==> config.mk <==
export PLATFORM = sky130hd
export DESIGN_NAME = pvs_front
export DESIGN_NICKNAME = d
export VERILOG_FILES = /design/src/hw/rtl/pvs_pkg.sv /design/src/hw/rtl/pvs_front.sv
export SDC_FILE = /design/constraint.sdc
export NUM_CORES = 1
export LEC_CHECK = 0
export BUFFER_PORTS_ARGS = -buffer_cell sky130_fd_sc_hd__buf_2
export CAP_MARGIN = 20
export CORE_ASPECT_RATIO = 1.1
export CORE_MARGIN = 2
export CORE_UTILIZATION = 45
export DETAILED_ROUTE_END_ITERATION = 10
export PLACE_DENSITY = 0.7
export SYNTH_ARGS = -nofsm -noshare
export SYNTH_HDL_FRONTEND = slang
export SYNTH_SLANG_ARGS = --single-unit
==> constraint.sdc <==
create_clock -name clk -period 3.6 [get_ports clk]
set_input_delay 0.36 -clock clk [delete_from_list [all_inputs] [get_ports clk]]
set_output_delay 0.36 -clock clk [all_outputs]
set_load 0.05 [all_outputs]
==> src/hw/rtl/pvs_pkg.sv <==
`timescale 1ns / 1ps
package pvs_pkg;
    localparam int FRAMES_DEF = 4096;
    localparam int COUNT_BITS_DEF = 16;
    localparam int FRAME_W = 12;
    localparam int STAMP_W = 32;
    localparam int FREE_W = 13;

    typedef enum logic [1:0] {
        CMD_ACCESS  = 2'd0,
        CMD_ALLOC   = 2'd1,
        CMD_VICTIM  = 2'd2,
        CMD_RELEASE = 2'd3
    } cmd_t;

    localparam logic [1:0] POL_LRU = 2'd0;
    localparam logic [1:0] POL_LFU = 2'd1;
    localparam logic [1:0] POL_MFU = 2'd2;

    typedef enum logic [2:0] {
        ST_CLEAR,
        ST_IDLE,
        ST_ACC_RD,
        ST_ACC_WR,
        ST_SCAN,
        ST_FINISH,
        ST_OUT
    } state_t;

    typedef struct packed {
        logic [1:0]  cmd;
        logic [11:0] frame;
        logic [31:0] stamp;
    } req_t;
endpackage

==> src/hw/rtl/pvs_front.sv <==
`timescale 1ns / 1ps
module pvs_front (
    input  logic             clk,
    input  logic             rst_n,
    input  logic             s_tvalid,
    output logic             s_tready,
    input  logic [47:0]      s_tdata,
    output logic             q_valid,
    input  logic             q_pop,
    output pvs_pkg::req_t    q_data
);
    pvs_pkg::req_t buf_reg [2];
    logic          wp_reg, rp_reg;
    logic [1:0]    cnt_reg;
    logic          push;

    assign s_tready = cnt_reg != 2'd2;
    assign push     = s_tvalid && s_tready;
    assign q_valid  = cnt_reg != 2'd0;
    assign q_data   = buf_reg[rp_reg];

    always_ff @(posedge clk)
    begin
        if (push)
        begin
            buf_reg[wp_reg] <= '{cmd: s_tdata[1:0], frame: s_tdata[13:2],
                                 stamp: s_tdata[45:14]};
        end
    end

    always_ff @(posedge clk or negedge rst_n)
    begin
        if (!rst_n)
        begin
            wp_reg  <= 1'b0;
            rp_reg  <= 1'b0;
            cnt_reg <= 2'd0;
        end
        else
        begin
            if (push)
            begin
                wp_reg <= ~wp_reg;
            end
            if (q_pop)
            begin
                rp_reg <= ~rp_reg;
            end
            cnt_reg <= cnt_reg + {1'b0, push} - {1'b0, q_pop};
        end
    end
endmodule

==> results.md <==
| Metric | Value |
|:---|:---|
| Measured slew at the worst slew-check pin | 0.7553 ns |
| Capture instance of the worst register-to-register path | buf_reg[0][45]$_DFFE_PP_ |
| Post-cts sizing count | 0 |
| First-pass iteration count of the detailed router | 5 |
| Number of remaining DRC errors | 0 |
| Setup TNS after final layout | 0 ns |
| # H-tree levels | 3 |
| Count of input and output buffers | 97 |
| Critical path capture point type | output port |
| Floorplan die area | 0.008833 sq mm |
| Root buffer selected by CTS | sky130_fd_sc_hd__clkbuf_8 |
| Avg Cell Area, Syn | 22.77 sq um |
| CTS tree | built |
| Critical Path Start Type | flip-flop |
| Routed via count divided by cell count | 4.691 |
| Xor and xnor area share after synthesis | 0.9615% |
| Final-report hold violation count | 0 |
| Combined global-route utilization of all metal layers | 13.65% |
| Start-to-end type of the worst setup path | reg -> out |
| Horizontal extent of the die | 89.80 microns |
| Post-layout minimum cycle time | 2.555 ns |
| Number of antenna violations at the first check in global routing | 0 |
| Largest family of logic cells by synthesized area | multiplexers |
| CTS hold repair buffers | 1 |
| Number of nets with antenna violations after routing | 0 |
| Simple-Gate Fraction of Synth Area | 0.9272% |
| Static Leak | 1.771 nW |
| Endpoint with the worst hold slack | buf_reg[0][35]$_DFFE_PP_ |
| Count of cells along the worst register-to-register path | 4 |
| Critical path origin | rp_reg$_DFFE_PN0P_ |
| Via count of the first global-routing pass | 1843 |
| Post-Syn Instances | 160 |
| Outcome | completed |
| Iter 0 DRT Violations | 72 |
| Synthesis warning total | 0 |
| Number of setup buffers added after CTS | 0 |
| Chip height | 98.37 microns |
| Half-perimeter wire length after placement | 3.947 mm |
| Unrepaired setup endpoints after global routing | no |
| Area grow syn2layout | 23.59% |
| TritonCTS buffer count | 9 |
| Required time reported for the critical path endpoint | 3.24 ns |
| Skew-Pair Late Insertion Delay | 0.35 ns |
| Largest driver fanout on the critical path | 25 |
| Clock slew at reported path FFs | 0.10 ns |
| Placed cells | 364 |
| Number of sinks on the clock net | 96 |
| Pwr Density | 944.9 mW/mm^2 |
| Hold Path Cell Cnt | 1 |
| Number of synthesized register bits | 96 |
| Critical Path AT | 2.19 ns |
| Largest net degree at the start of global routing | 47 |
| Largest buffer count on any clock path | 2 |
| Fraction of the yosys area taken by sequential cells | 78.57% |
| Number of nets in the finished design | 322 |
| Clock skew after layout | 0.01130 ns |
| Final-report setup violation count | 0 |
| Post-route fraction of the period consumed by the critical path | 70.97% |
| Reg-to-reg startpoint | cnt_reg[1]$_DFF_PN0_ |
| I/O pin count | 100 |
| Fraction of the mapped netlist area in compound gates | 0.5151% |
| Hold crit path type | in -> reg |
| Cell area after synthesis | 0.003643 sq mm |
| Peak supply drop | 0.6040 mV |
| Total length of routed wires | 5.889 mm |
| Max Fclk | 391.4 MHz |
| Max-cap violations | 0 |
| Weighted congestion reported at the end of routability-driven placement | 0.6665 |
| Largest register FFs | 92 |
| Fillers | 627 |
| Source of the worst hold timing path | s_tdata[5] |
| Placeable core area | 0.007870 sq mm |
| Worst-case register-to-register setup slack | 1.84 ns |
| DR WL/cell | 15.42 microns |
| Nets in the synthesized netlist | 213 |
| Global-route wire length before repair | 9.266 mm |
| Final instance count without filler cells | 382 |
| Share of post-route cells with drive strength above 1 | 60.95% |
| Number of different library cells in the post-synthesis netlist | 17 |
| Pins over their slew limit | 0 |
| ANT cells | 0 |
| Starting density of the core | 46.30% |
| # rows | 34 |
| Share of synthesized cell area in full adder, half adder and majority cells | 0.3434% |
| Gr ovfl total | 0 |
| Worst relative slew slack | 49.65% |
| Multiplexer fraction of the synthesized cell area | 17.31% |
| Vias post-DR | 1792 |
[metal layers]
metal / part of all wire [%] / vias up / GRT usage, %
met4: 1.2 / 0 / 4.260
met3: 7.9 / 8 / 6.250
met5: 0 / - / 0
li1: - / 843 / -
met1: 44 / 868 / 16.75
met2: 47 / 73 / 21.85
[area by class of cell]
class                      instances  area [sq um]  area share (%)
sequential                        96          2864           63.60
multi-input combinational         59         739.5           16.42
timing repair buffer             103         553.0           12.28
tap                              108         135.1           3.001
clock buffer                      10         127.6           2.834
clock inverter                     6         83.83           1.862
[worst max path at each step]
stage	endpoint	slack, ns	cells past startpoint
after detailed placement	q_data[41]	1.39	3
after CTS	q_data[41]	1.00	3
after global placement	q_data[41]	1.38	3
after global routing	q_data[41]	0.91	3
after floorplan	buf_reg[0][0]$_DFFE_PP_	0.15	3
final	q_data[41]	1.05	3
[where the power goes]
part	leakage, nW	switching [mW]	internal (mW)
Sequential	0.901	0.141	1.53
Clock	0.0999	0.349	0.388
Combinational	0.770	1.25	0.596
Total	1.77	1.74	2.51
[logic make-up after synthesis]
logic type	Yosys count
compound gates	2
xor+xnor	4
fa+ha+maj	1
buf+inv	5
flops	96
mux	46
simple gates	6
[stage by stage]
step | setup WS, ns | util (%) | hold WS [ns] | instance area [sq um] | total power [mW]
after floorplan | 0.1538 | - | 0.06441 | 3643 | 3.202
after global placement | 1.385 | 54.05 | 0.1754 | 4254 | 3.524
after detailed placement | 1.393 | 54.05 | 0.1785 | 4254 | 3.550
after CTS | 1.002 | 56.87 | 0.1724 | 4476 | 4.286
after global routing | 0.9142 | 57.22 | 0.1616 | 4503 | 4.442
final | 1.045 | 57.22 | 0.1889 | 4503 | 4.255
[placed cells by master, fill, tap and decap left out, drive strengths merged, types with 2 or more instances in the layout]
master	instances
clkinvlp	2
mux2	46
xnor2	3
edfxtp	92
clkinv	2
dfrtp	4
clkbuf	10
buf	102
bufinv	2
[cell usage after synthesis]
cell type                  instances  area [sq um]
sky130_fd_sc_hd__a21bo_1           1         10.01
sky130_fd_sc_hd__and3_1            1         6.260
sky130_fd_sc_hd__xor2_1            1         8.760
sky130_fd_sc_hd__buf_6             4         45.04
sky130_fd_sc_hd__nor2_1            1         3.750
sky130_fd_sc_hd__dfrtp_1           4         100.1
sky130_fd_sc_hd__ha_1              1         12.51
sky130_fd_sc_hd__mux2_4           30         450.4
sky130_fd_sc_hd__or2_2             1         6.260
sky130_fd_sc_hd__a21oi_2           1         8.760
sky130_fd_sc_hd__edfxtp_1         92          2763
sky130_fd_sc_hd__nand2b_1          1         6.260
sky130_fd_sc_hd__nand2_1           1         3.750
sky130_fd_sc_hd__nor3b_1           1         7.510
sky130_fd_sc_hd__xnor2_1           3         26.28
sky130_fd_sc_hd__mux2_2           16         180.2
sky130_fd_sc_hd__buf_2             1         5.000
[worst max-delay path, cell delays in order, from the launching register on]
cell and delay, ns:
sky130_fd_sc_hd__dfrtp_2 0.87, sky130_fd_sc_hd__buf_4 0.38, sky130_fd_sc_hd__mux2_2 0.37, sky130_fd_sc_hd__buf_2 0.21
No activity file was read; power rests on OpenSTA's default activity.
